$ cat src/rtl/core/hilp_pkg.sv
`default_nettype none

package hilp_pkg;

   // Defaults for the top-level parameters.
   localparam int ADDR_BITS_DEF         = 32;
   localparam int PROGRESS_INTERVAL_DEF = 1024;

   // Base address used after reset until the first write of the start register or the first address record.
   localparam logic [31:0] START_RESET = 32'h0001_0000;

   localparam int CHAR_W     = 8;
   localparam int EVENT_W    = 3;
   localparam int RSP_DATA_W = 128;

   localparam logic [7:0] CHAR_END   = 8'h00;
   localparam logic [7:0] CHAR_AT    = 8'h40;
   localparam logic [7:0] CHAR_SPACE = 8'h20;
   localparam logic [7:0] CHAR_TAB   = 8'h09;
   localparam logic [7:0] CHAR_CR    = 8'h0d;
   localparam logic [7:0] CHAR_LF    = 8'h0a;

   localparam logic [1:0] ECHO_NONE = 2'd0;
   localparam logic [1:0] ECHO_ONE  = 2'd1;
   localparam logic [1:0] ECHO_TWO  = 2'd2;

   typedef enum logic [2:0] {
      EV_NOTHING    = 3'd0,
      EV_WRITE      = 3'd1,
      EV_ADDR_START = 3'd2,
      EV_ADDR_SET   = 3'd3,
      EV_REJECT     = 3'd4,
      EV_RUN        = 3'd5,
      EV_IGNORED    = 3'd6
   } event_type;

   typedef enum logic [1:0] {
      MODE_NORMAL = 2'd0,
      MODE_HELD   = 2'd1,
      MODE_ADDR   = 2'd2
   } mode_type;

   // Bit 4 set means the character is not a hex digit; otherwise bits 3:0 hold its value.
   function automatic logic [4:0] hex_value(input logic [7:0] c);
      logic [4:0] v;
      if (c >= 8'h30 && c <= 8'h39) begin
         v = {1'b0, 4'(c - 8'h30)};
      end else if (c >= 8'h61 && c <= 8'h66) begin
         v = {1'b0, 4'(c - 8'h57)};
      end else if (c >= 8'h41 && c <= 8'h46) begin
         v = {1'b0, 4'(c - 8'h37)};
      end else begin
         v = 5'h10;
      end
      return v;
   endfunction

endpackage

`default_nettype wire

$ cat src/rtl/core/hilp_skid.sv
`default_nettype none

module hilp_skid import hilp_pkg::*; #(
   parameter int WIDTH = EVENT_W + RSP_DATA_W
) (
   input  wire logic             clock,
   input  wire logic             reset,
   input  wire logic             in_valid,
   output logic                  in_ready,
   input  wire logic [WIDTH-1:0] in_data,
   output logic                  out_valid,
   input  wire logic             out_ready,
   output logic [WIDTH-1:0]      out_data
);

   logic             main_valid_ff, main_valid_in;
   logic             skid_valid_ff, skid_valid_in;
   logic [WIDTH-1:0] main_data_ff, main_data_in;
   logic [WIDTH-1:0] skid_data_ff, skid_data_in;

   assign in_ready  = !skid_valid_ff;
   assign out_valid = main_valid_ff;
   assign out_data  = main_data_ff;

   always_comb begin
      main_valid_in = main_valid_ff;
      skid_valid_in = skid_valid_ff;
      main_data_in  = main_data_ff;
      skid_data_in  = skid_data_ff;
      if (!skid_valid_ff) begin
         if (!main_valid_ff || out_ready) begin
            main_valid_in = in_valid;
            main_data_in  = in_data;
         end else if (in_valid) begin
            // Output is stalled: park the new item in the spare stage.
            skid_valid_in = 1'b1;
            skid_data_in  = in_data;
         end
      end else if (out_ready) begin
         main_data_in  = skid_data_ff;
         skid_valid_in = 1'b0;
      end
   end

   always_ff @(posedge clock) begin
      if (reset) begin
         main_valid_ff <= 1'b0;
         skid_valid_ff <= 1'b0;
      end else begin
         main_valid_ff <= main_valid_in;
         skid_valid_ff <= skid_valid_in;
      end
      main_data_ff <= main_data_in;
      skid_data_ff <= skid_data_in;
   end

`ifndef SYNTH
   a_skid_implies_main: assert property (@(posedge clock) disable iff (reset)
      skid_valid_ff |-> main_valid_ff)
      else $error("spare stage holds an item while the output stage is empty");
   a_stall_holds: assert property (@(posedge clock) disable iff (reset)
      main_valid_ff && !out_ready |=> main_valid_ff && $stable(main_data_ff))
      else $error("stalled output item changed");
   a_full_blocks: assert property (@(posedge clock) disable iff (reset)
      skid_valid_ff && !out_ready |=> skid_valid_ff && $stable(skid_data_ff))
      else $error("spare stage lost its item during a stall");
`endif

endmodule

`default_nettype wire

$ cat src/rtl/core/hex_image_loader_parser_unit.sv
// Each result item is registered in the output buffer when its character item is accepted.
// Throughput: one character item per cycle; a two-stage output buffer keeps req_tready high
// for one more item while a result stalls, so a longer stall of rsp then blocks req.
// Reset (synchronous, active high) clears parse state, count and the output buffer and
// loads the start address 0x10000 as base; a csr write loads a new base and clears the count.
`default_nettype none

module hex_image_loader_parser_unit import hilp_pkg::*; #(
   parameter int ADDR_BITS         = ADDR_BITS_DEF,
   parameter int PROGRESS_INTERVAL = PROGRESS_INTERVAL_DEF
) (
   input  wire logic                  clock,
   input  wire logic                  reset,
   // csr: start_address
   input  wire logic                  csr_wen,
   input  wire logic [31:0]           csr_wdata,
   // req_tdata: char_code[7:0]
   input  wire logic                  req_tvalid,
   output logic                       req_tready,
   input  wire logic [CHAR_W-1:0]     req_tdata,
   // rsp_tuser: event_res[2:0]
   // rsp_tdata: write_addr[31:0], write_data[39:32], progress_mark[40], echo_count[42:41],
   //            echo_first[50:43], echo_second[58:51], report_valid[59],
   //            report_count[91:60], report_base[123:92], zero[127:124]
   output logic                       rsp_tvalid,
   input  wire logic                  rsp_tready,
   output logic [EVENT_W-1:0]         rsp_tuser,
   output logic [RSP_DATA_W-1:0]      rsp_tdata
);

   localparam int PHASE_W = (PROGRESS_INTERVAL > 1) ? $clog2(PROGRESS_INTERVAL) : 1;
   localparam logic [PHASE_W-1:0] PHASE_LAST = PHASE_W'(PROGRESS_INTERVAL - 1);

   mode_type             mode_ff, mode_in;
   logic [7:0]           held_char_ff, held_char_in;
   logic [ADDR_BITS-1:0] base_ff, base_in;
   logic [31:0]          count_ff, count_in;
   logic [PHASE_W-1:0]   phase_ff, phase_in;
   logic [ADDR_BITS-1:0] acc_ff, acc_in;
   logic                 finished_ff, finished_in;

   logic                 accept;
   logic [4:0]           hex_in;
   logic [4:0]           hex_held;
   logic                 is_hex;
   logic                 is_space;
   logic [63:0]          sum_wide;
   logic [63:0]          addr64;
   logic [63:0]          base64;

   event_type            r_event;
   logic [31:0]          r_write_addr;
   logic [7:0]           r_write_data;
   logic                 r_progress;
   logic [1:0]           r_echo_count;
   logic [7:0]           r_echo_first;
   logic [7:0]           r_echo_second;
   logic                 r_report_valid;
   logic [31:0]          r_report_count;
   logic [31:0]          r_report_base;
   logic [RSP_DATA_W-1:0] r_data;

   assign accept   = req_tvalid && req_tready;
   assign hex_in   = hex_value(req_tdata);
   assign hex_held = hex_value(held_char_ff);
   assign is_hex   = !hex_in[4];
   assign is_space = (req_tdata == CHAR_SPACE) || (req_tdata == CHAR_TAB) ||
                     (req_tdata == CHAR_CR) || (req_tdata == CHAR_LF);
   assign sum_wide = 64'(base_ff) + 64'(count_ff);
   assign addr64   = 64'(sum_wide[ADDR_BITS-1:0]);
   assign base64   = 64'(base_ff);

   // Next state.
   always_comb begin
      mode_in      = mode_ff;
      held_char_in = held_char_ff;
      base_in      = base_ff;
      count_in     = count_ff;
      phase_in     = phase_ff;
      acc_in       = acc_ff;
      finished_in  = finished_ff;
      if (csr_wen) begin
         base_in  = ADDR_BITS'(csr_wdata);
         count_in = '0;
         phase_in = '0;
      end else if (accept && !finished_ff) begin
         case (mode_ff)
            MODE_ADDR: begin
               if (is_hex) begin
                  acc_in = {acc_ff[ADDR_BITS-5:0], hex_in[3:0]};
               end else begin
                  base_in  = acc_ff;
                  count_in = '0;
                  phase_in = '0;
                  mode_in  = MODE_NORMAL;
               end
            end
            MODE_HELD: begin
               mode_in = MODE_NORMAL;
               if (is_hex) begin
                  count_in = count_ff + 32'd1;
                  // The phase restarts where the count wraps, so it always equals
                  // the count modulo the progress interval.
                  if (phase_ff == PHASE_LAST || count_ff == '1) begin
                     phase_in = '0;
                  end else begin
                     phase_in = phase_ff + PHASE_W'(1);
                  end
               end
            end
            default: begin
               if (req_tdata == CHAR_END) begin
                  finished_in = 1'b1;
               end else if (req_tdata == CHAR_AT) begin
                  acc_in  = '0;
                  mode_in = MODE_ADDR;
               end else if (is_hex) begin
                  held_char_in = req_tdata;
                  mode_in      = MODE_HELD;
               end
            end
         endcase
      end
   end

   // Result item for the character at the input.
   always_comb begin
      r_event        = EV_NOTHING;
      r_write_addr   = '0;
      r_write_data   = '0;
      r_progress     = 1'b0;
      r_echo_count   = ECHO_NONE;
      r_echo_first   = '0;
      r_echo_second  = '0;
      r_report_valid = 1'b0;
      r_report_count = '0;
      r_report_base  = '0;
      if (finished_ff) begin
         r_event = EV_IGNORED;
      end else begin
         case (mode_ff)
            MODE_ADDR: begin
               if (!is_hex) begin
                  r_event = EV_ADDR_SET;
               end
            end
            MODE_HELD: begin
               if (is_hex) begin
                  r_event      = EV_WRITE;
                  r_write_addr = addr64[31:0];
                  r_write_data = {hex_held[3:0], hex_in[3:0]};
                  r_progress   = (phase_ff == '0);
               end else begin
                  r_event       = EV_REJECT;
                  r_echo_count  = ECHO_TWO;
                  r_echo_first  = held_char_ff;
                  r_echo_second = req_tdata;
               end
            end
            default: begin
               if (req_tdata == CHAR_END || req_tdata == CHAR_AT) begin
                  r_event = (req_tdata == CHAR_END) ? EV_RUN : EV_ADDR_START;
                  if (count_ff != '0) begin
                     r_report_valid = 1'b1;
                     r_report_count = count_ff;
                     r_report_base  = base64[31:0];
                  end
               end else if (!is_hex && !is_space) begin
                  r_event      = EV_REJECT;
                  r_echo_count = ECHO_ONE;
                  r_echo_first = req_tdata;
               end
            end
         endcase
      end
   end

   assign r_data = {4'b0000, r_report_base, r_report_count, r_report_valid, r_echo_second,
                    r_echo_first, r_echo_count, r_progress, r_write_data, r_write_addr};

   always_ff @(posedge clock) begin
      if (reset) begin
         mode_ff      <= MODE_NORMAL;
         held_char_ff <= '0;
         base_ff      <= ADDR_BITS'(START_RESET);
         count_ff     <= '0;
         phase_ff     <= '0;
         acc_ff       <= '0;
         finished_ff  <= 1'b0;
      end else begin
         mode_ff      <= mode_in;
         held_char_ff <= held_char_in;
         base_ff      <= base_in;
         count_ff     <= count_in;
         phase_ff     <= phase_in;
         acc_ff       <= acc_in;
         finished_ff  <= finished_in;
      end
   end

   hilp_skid #(
      .WIDTH (EVENT_W + RSP_DATA_W)
   ) u_out (
      .clock     (clock),
      .reset     (reset),
      .in_valid  (req_tvalid),
      .in_ready  (req_tready),
      .in_data   ({r_event, r_data}),
      .out_valid (rsp_tvalid),
      .out_ready (rsp_tready),
      .out_data  ({rsp_tuser, rsp_tdata})
   );

`ifndef SYNTH
   a_finished_sticks: assert property (@(posedge clock) disable iff (reset)
      finished_ff && !csr_wen |=> finished_ff)
      else $error("end of load was cleared");
   a_ignored_after_end: assert property (@(posedge clock) disable iff (reset)
      accept && finished_ff |-> r_event == EV_IGNORED)
      else $error("character after end produced an event other than ignored");
   a_mode_normal_when_done: assert property (@(posedge clock) disable iff (reset)
      finished_ff |-> mode_ff == MODE_NORMAL)
      else $error("parser left a record open at end of load");
   a_ready_only_stalls: assert property (@(posedge clock) disable iff (reset)
      !req_tready |-> rsp_tvalid)
      else $error("input blocked with no result pending");
`endif

endmodule

`default_nettype wire

$ cat config.mk
export PLATFORM = sky130hd
export DESIGN_NAME = hex_image_loader_parser_unit
export DESIGN_NICKNAME = d
export VERILOG_FILES = /design/src/rtl/core/hilp_pkg.sv /design/src/rtl/core/hilp_skid.sv /design/src/rtl/core/hex_image_loader_parser_unit.sv
export SDC_FILE = /design/constraint.sdc
export NUM_CORES = 1
export LEC_CHECK = 0
export ABC_AREA = 1
export BUFFER_PORTS_ARGS = -buffer_cell sky130_fd_sc_hd__buf_2
export CAP_MARGIN = 20
export CORE_ASPECT_RATIO = 0.9
export CORE_UTILIZATION = 35
export CTS_CLUSTER_SIZE = 16
export DETAILED_ROUTE_END_ITERATION = 8
export PLACE_DENSITY = 0.51
export SYNTH_ARGS = -nofsm -noshare
export SYNTH_HDL_FRONTEND = slang
export SYNTH_SLANG_ARGS = --single-unit
$ cat constraint.sdc
create_clock -name clock -period 19.48 [get_ports clock]
set_input_delay 3.896 -clock clock [delete_from_list [all_inputs] [get_ports clock]]
set_output_delay 3.896 -clock clock [all_outputs]
set_load 0.03 [all_outputs]
### After elaboration in Yosys (flattened, before gate mapping)

Index checks and enable logic that the tools add are counted.

* register bits: 377
* output and inout bits: 133
* logic and storage cells: 169

* $add $sub $neg: 9
* order comparisons: 12
* eq/ne operators: 16
* muxes and demuxes: 74
* bitwise operators: 8
* reductions and logical operators: 39

Operators by type and width (number)
* $mux 32: 20
* $mux 131: 3
* $pmux 32 s2: 2
* $mux 8: 10
* $add 32x1->32 const B: 1
* $add 32x32->32: 1
* $eq 32x32->1 const B: 1
* $ge 8x7->1 const B: 4
* $le 8x7->1 const B: 4
* $reduce_bool 32->1: 1
* $mux 10: 3
* $eq 8x4->1 const B: 3
* $pmux 10 s2: 1
* $ge 8x6->1 const B: 2
* $le 8x6->1 const B: 2
* $pmux 8 s2: 1
* $sub 4x3->4 const B: 4
* $mux 3: 5
* $mux 5: 3
* $mux 2: 7
* $mux 1: 13
* $mux 4: 3
* $reduce_and 6->1: 2
* $reduce_bool 2->1: 6
* 24 further kinds: 56

### Logic depth before layout (Yosys ltp)

* depth after elaboration: 12
* mapped depth: 14
* gate-level depth less buffers: 14

### By module

From an unflattened synthesis, not the netlist that was laid out.

* cell total of the unflattened synthesis: 2412
* area total of the unflattened synthesis: 19393.6 µm²

Modules (own cells, without submodules)
* hex_image_loader_parser_unit: times used 1, cells an instance 1715, area each 9753.1 µm²
* hilp_skid: times used 1, cells an instance 697, area each 9640.5 µm²

### Worst setup path after synthesis

OpenSTA, ideal clock, no wires.

* kind: flip-flop to flip-flop
* from: register u_out.skid_valid_ff
* to: register u_out.main_data_ff[0] (netlist: u_out.out_data[0]) (enable)
* data arrival time: 9.598 ns
* required time: 18.691 ns
* slack: 9.093 ns
* stages on the path, launching flop included: 4
* path through: dfxtp_1 clkbuf_1 clkbuf_1 o21ai_0

* cells in the longest elaborated chain, start to end: 2

Ends and longest elaborated chain
* from (decl): line hilp_skid.sv:17 `logic skid_valid_ff, skid_valid_in;`
* from (signal assigned): line hilp_skid.sv:51 `skid_valid_ff <= skid_valid_in;`
* $ne 2x2->1 (no source line) or $reduce_bool 2->1 (tied branches)
* $reduce_and 2->1 (no source line) *
* to (signal assigned): line hilp_skid.sv:53 `main_data_ff <= main_data_in;`
* to (decl): line hilp_skid.sv:18 `logic [WIDTH-1:0] main_data_ff, main_data_in;`

Mark *: on every way between the ends. The rest lies on a longest branch, timed or not.
A chain may end at the register's enable or synchronous reset.

### Worst setup path after layout

* from: input port req_tdata[0]
* to: register phase_ff[9]

* cells in the longest elaborated chain, start to end: 7

Ends and longest elaborated chain
* from (decl): line hex_image_loader_parser_unit.sv:20 `input wire logic [CHAR_W-1:0] req_tdata,`
* $ge 8x7->1 or $le 8x7->1 (tied branches): line hilp_pkg.sv:50 `end else if (c >= 8'h41 && c <= 8'h46) begin`
* $logic_and 1x1->1: line hilp_pkg.sv:50
* $mux 5: line hilp_pkg.sv:50
* $mux 5: line hilp_pkg.sv:48 `end else if (c >= 8'h61 && c <= 8'h66) begin`
* $mux 5 *: line hilp_pkg.sv:46 `if (c >= 8'h30 && c <= 8'h39) begin`
* $ne 2x2->1 (no source line)
* $reduce_and 4->1 (no source line) *
* to (signal assigned): line hex_image_loader_parser_unit.sv:195 `phase_ff <= phase_in;`
* to (decl): line hex_image_loader_parser_unit.sv:38 `logic [PHASE_W-1:0] phase_ff, phase_in;`

Marks and branches as above.

==> impl_metrics.py <==
metrics = {
    "floorplanning": {
        "ios": 178,
        "die_area_um2": 55600,
        "die_w_um": 249,
        "die_height_um": 224,
        "core_um2": 53600,
        "rows": 80,
        "start_util": 0.357,
    },
    "timing": {
        "hold_viol_final": 0,
        "setup-tns-final_ns": 0,
        "finalCriticalPeriod_ns": 6.19,
        "fmax_ghz": 0.161,
        "setup_viol": 0,
        "slew_violations": 0,
        "rsz0062_at_grt": "false",
        "holdWs_ns": 0.466,
        "finalCritPeriodShare": 0.318,
        "worstMarginPinSlew_ns": 1.04,
        "slew_headroom": 0.305,
        "clock_skew_ns": 0.0196,
    },
    "critical_path": {
        "crit_type": "input pin to flop",
        "worstSetupEndpointType": "flop",
        "r2r_start": "u_out.skid_valid_ff",
        "worstSetupEndpoint": "phase_ff[9]",
        "crit_chain": "buf_2 -> inv_1 -> ha_1 -> nand2_1 -> o211ai_1 -> nand2_2 -> nand2_4 -> a21oi_4 -> nand2_4 -> inv_2 -> nand2_1 -> nand2_1 -> nor2_1",
        "timing.rr.end": "phase_ff[9]",
        "critPathMaxStageDelay_ns": 0.57,
        "cp.required_ns": 19.92,
        "r2r_slack_ns": 15.96,
        "path_max_fanout": 39,
        "start_kind": "input pin",
        "cpMostUsedCell": "nand2_1",
        "crit_slowest_cell": "inv_2",
        "cp.arrival_ns": 6.63,
        "worstRegToRegCells": 10,
        "critPathLaunch": "req_tdata[0]",
    },
    "final_layout": {
        "multi_input_area_um2": 7580,
        "most-common-layout-cells": "918 x nand2_1, 288 x inv_1, 254 x edfxtp_1",
        "nets": 2673,
        "syn2layout_area_growth_pct": 14.3,
        "layout_commonest_cell": "nand2_1",
        "final-seq-area_um2": 10000,
        "fillers": 5460,
        "drive_above_1_share": 0.106,
    },
    "synth": {
        "ys_seq_area_frac": 0.523,
        "synth_top_area_cell": "edfxtp_1",
        "yosysTopAreaCellShare": 0.398,
        "synth_seq_cells": 373,
        "syn_inst": 2437,
        "syn_area_um2": 19100,
        "synth-compound-area-share": 0.0640,
        "synth-simple-area-share": 0.289,
        "synthMuxAreaShare": 0,
        "synth_area_leaders": "edfxtp_1 40%, nand2_1 18%, dfxtp_1 12%, inv_1 5.6%, nor2_1 4.6%",
        "synthXorXnorAreaFrac": 0.0105,
        "synth_cell_types": 42,
        "synth_top_family_by_area": "simple AND/OR/NAND/NOR gates",
        "syn_area_per_cell_um2": 7.85,
        "synthAdderAreaFrac": 0.0305,
        "ys_warn_count": 0,
    },
    "placement": {
        "gp_congestion": 0.934,
        "post-dp-hpwl_um": 43500,
        "port_buffers": 173,
    },
    "route": {
        "viasPerCell": 4.89,
        "dr.pass1.iters": 5,
        "wl_um": 59400,
        "antenna_left": 0,
        "drt_iter0_drc": 1264,
        "wl_per_cell_um": 17.9,
        "drc": 0,
        "vias": 16200,
    },
    "clock_tree": {
        "cts_repair_resize_count": 0,
        "root_buffer": "clkbuf_16",
        "clk_path_buf_depth": 3,
        "cts_inserted_buffers": 42,
        "h-tree-depth": 2,
        "cts_sinks": 373,
        "clock_latency_ns": 0.57,
        "postCtsHoldBufs": 0,
        "postCtsSetupRepairBufs": 0,
        "cts_tree": "built",
        "clk_pin_slew_ns": 0.06,
    },
    "job": {
        "cap_violations": 0,
    },
    "global_routing": {
        "first_global_vias": 15100,
        "grt_first_pass_wirelength_um": 90600,
        "overflow": 0,
        "grt_usage": 0.212,
        "antenna_found_initial": 1,
        "grt_max_degree": 79,
    },
    "pwr": {
        "max-vdd-ir-drop_uv": 49.8,
        "p_per_area_nw_per_um2": 82.7,
        "leakage_nw": 9.98,
    },
    "hold_path": {
        "hold_path_class": "flop to flop",
    },
    "outcome": {
        "outcome": "complete, no violations",
    },
}
[layer usage]
| layer | track usage | routed length, um |
|---|---|---|
| met2 | 0.319 | 25500 |
| met5 | 0 | 0 |
| met3 | 0.0263 | 3480 |
| met1 | 0.318 | 29300 |
| met4 | 0.0571 | 1130 |
[critical path: cells and delay by family]
kind                     cells  cell delay (ns)
buffers and inverters        3             0.85
AO/OA/AOI/OAI                2             0.56
adder cells (fa/ha/maj)      1             0.23
AND/OR/NAND/NOR              7             1.06
[area by class of cell]
cell class	instances	share of cell area
clock buffer	55	0.0541
tap	697	0.0399
inverter	300	0.0516
antenna	1	0.000114
multi-input combinational	1678	0.346
clock inverter	21	0.00572
timing repair buffer	187	0.0444
sequential	373	0.458
[power by group]
| group | internal (mW) | switching, mW | leakage, nW |
|---|---|---|---|
| clock network | 0.440 | 0.329 | 0.638 |
| registers | 0.873 | 0.0163 | 3.70 |
| logic | 0.0355 | 0.116 | 5.65 |
| total | 1.35 | 0.461 | 9.98 |
[kinds of logic after synthesis]
group / Yosys count
fa+ha+maj: 46
other cells: 1
xor+xnor: 23
flops: 373
compound gates: 240
buf+inv: 389
simple gates: 1365
[worst min path at each step]
stage | from | end | slack [ns] | depth (start not counted)
floorplan | acc_ff[28] | acc_ff[28] | 0.44 | 2
global placement | acc_ff[29] | acc_ff[29] | 0.45 | 2
detailed placement | acc_ff[31] | acc_ff[31] | 0.46 | 2
CTS | acc_ff[28] | acc_ff[28] | 0.47 | 2
global route | acc_ff[28] | acc_ff[28] | 0.49 | 2
finish | acc_ff[28] | acc_ff[28] | 0.47 | 2
[metrics by stage]
step                      power [mW]  worst slack, ns   util  cell area [um^2]  instances
after global placement          1.06            12.80  0.384             20600       3235
after global routing            1.87            12.97  0.408             21900       3311
after CTS                       1.83            13.27  0.408             21900       3311
after detailed placement        1.06            12.67  0.384             20600       3235
final                           1.81            13.29  0.408             21900       3312
after floorplan                 1.01             9.09      -             19200       2440
[registers in the layout, summed over array words and instances, names as in the netlist]
name and count:
acc_ff 32, u_out.skid_valid_ff 1, finished_ff 1, u_out.out_data 127, base_ff 32, phase_ff 10
count_ff 32, mode_ff 2, u_out.skid_data_ff 127, held_char_ff 8, u_out.out_valid 1
[synth_stat cells (all sizes together)]
cell type and instances:
a21o 1, nor2 238, nand3 94, xnor2 3, o22ai 1, clkbuf 59
nor4 1, nor3 37, o211ai 1, nand2 930, xor2 20, dfxtp 119
conb 1, nand4 40, nand3b 5, fa 1, a21boi 1, o21ai 95
a31oi 1, o21bai 1, or2 5, edfxtp 254, buf 30, and3 12
a21oi 139, ha 45, inv 295, clkinv 5, and2 3
No activity file was read; power rests on OpenSTA's default activity.
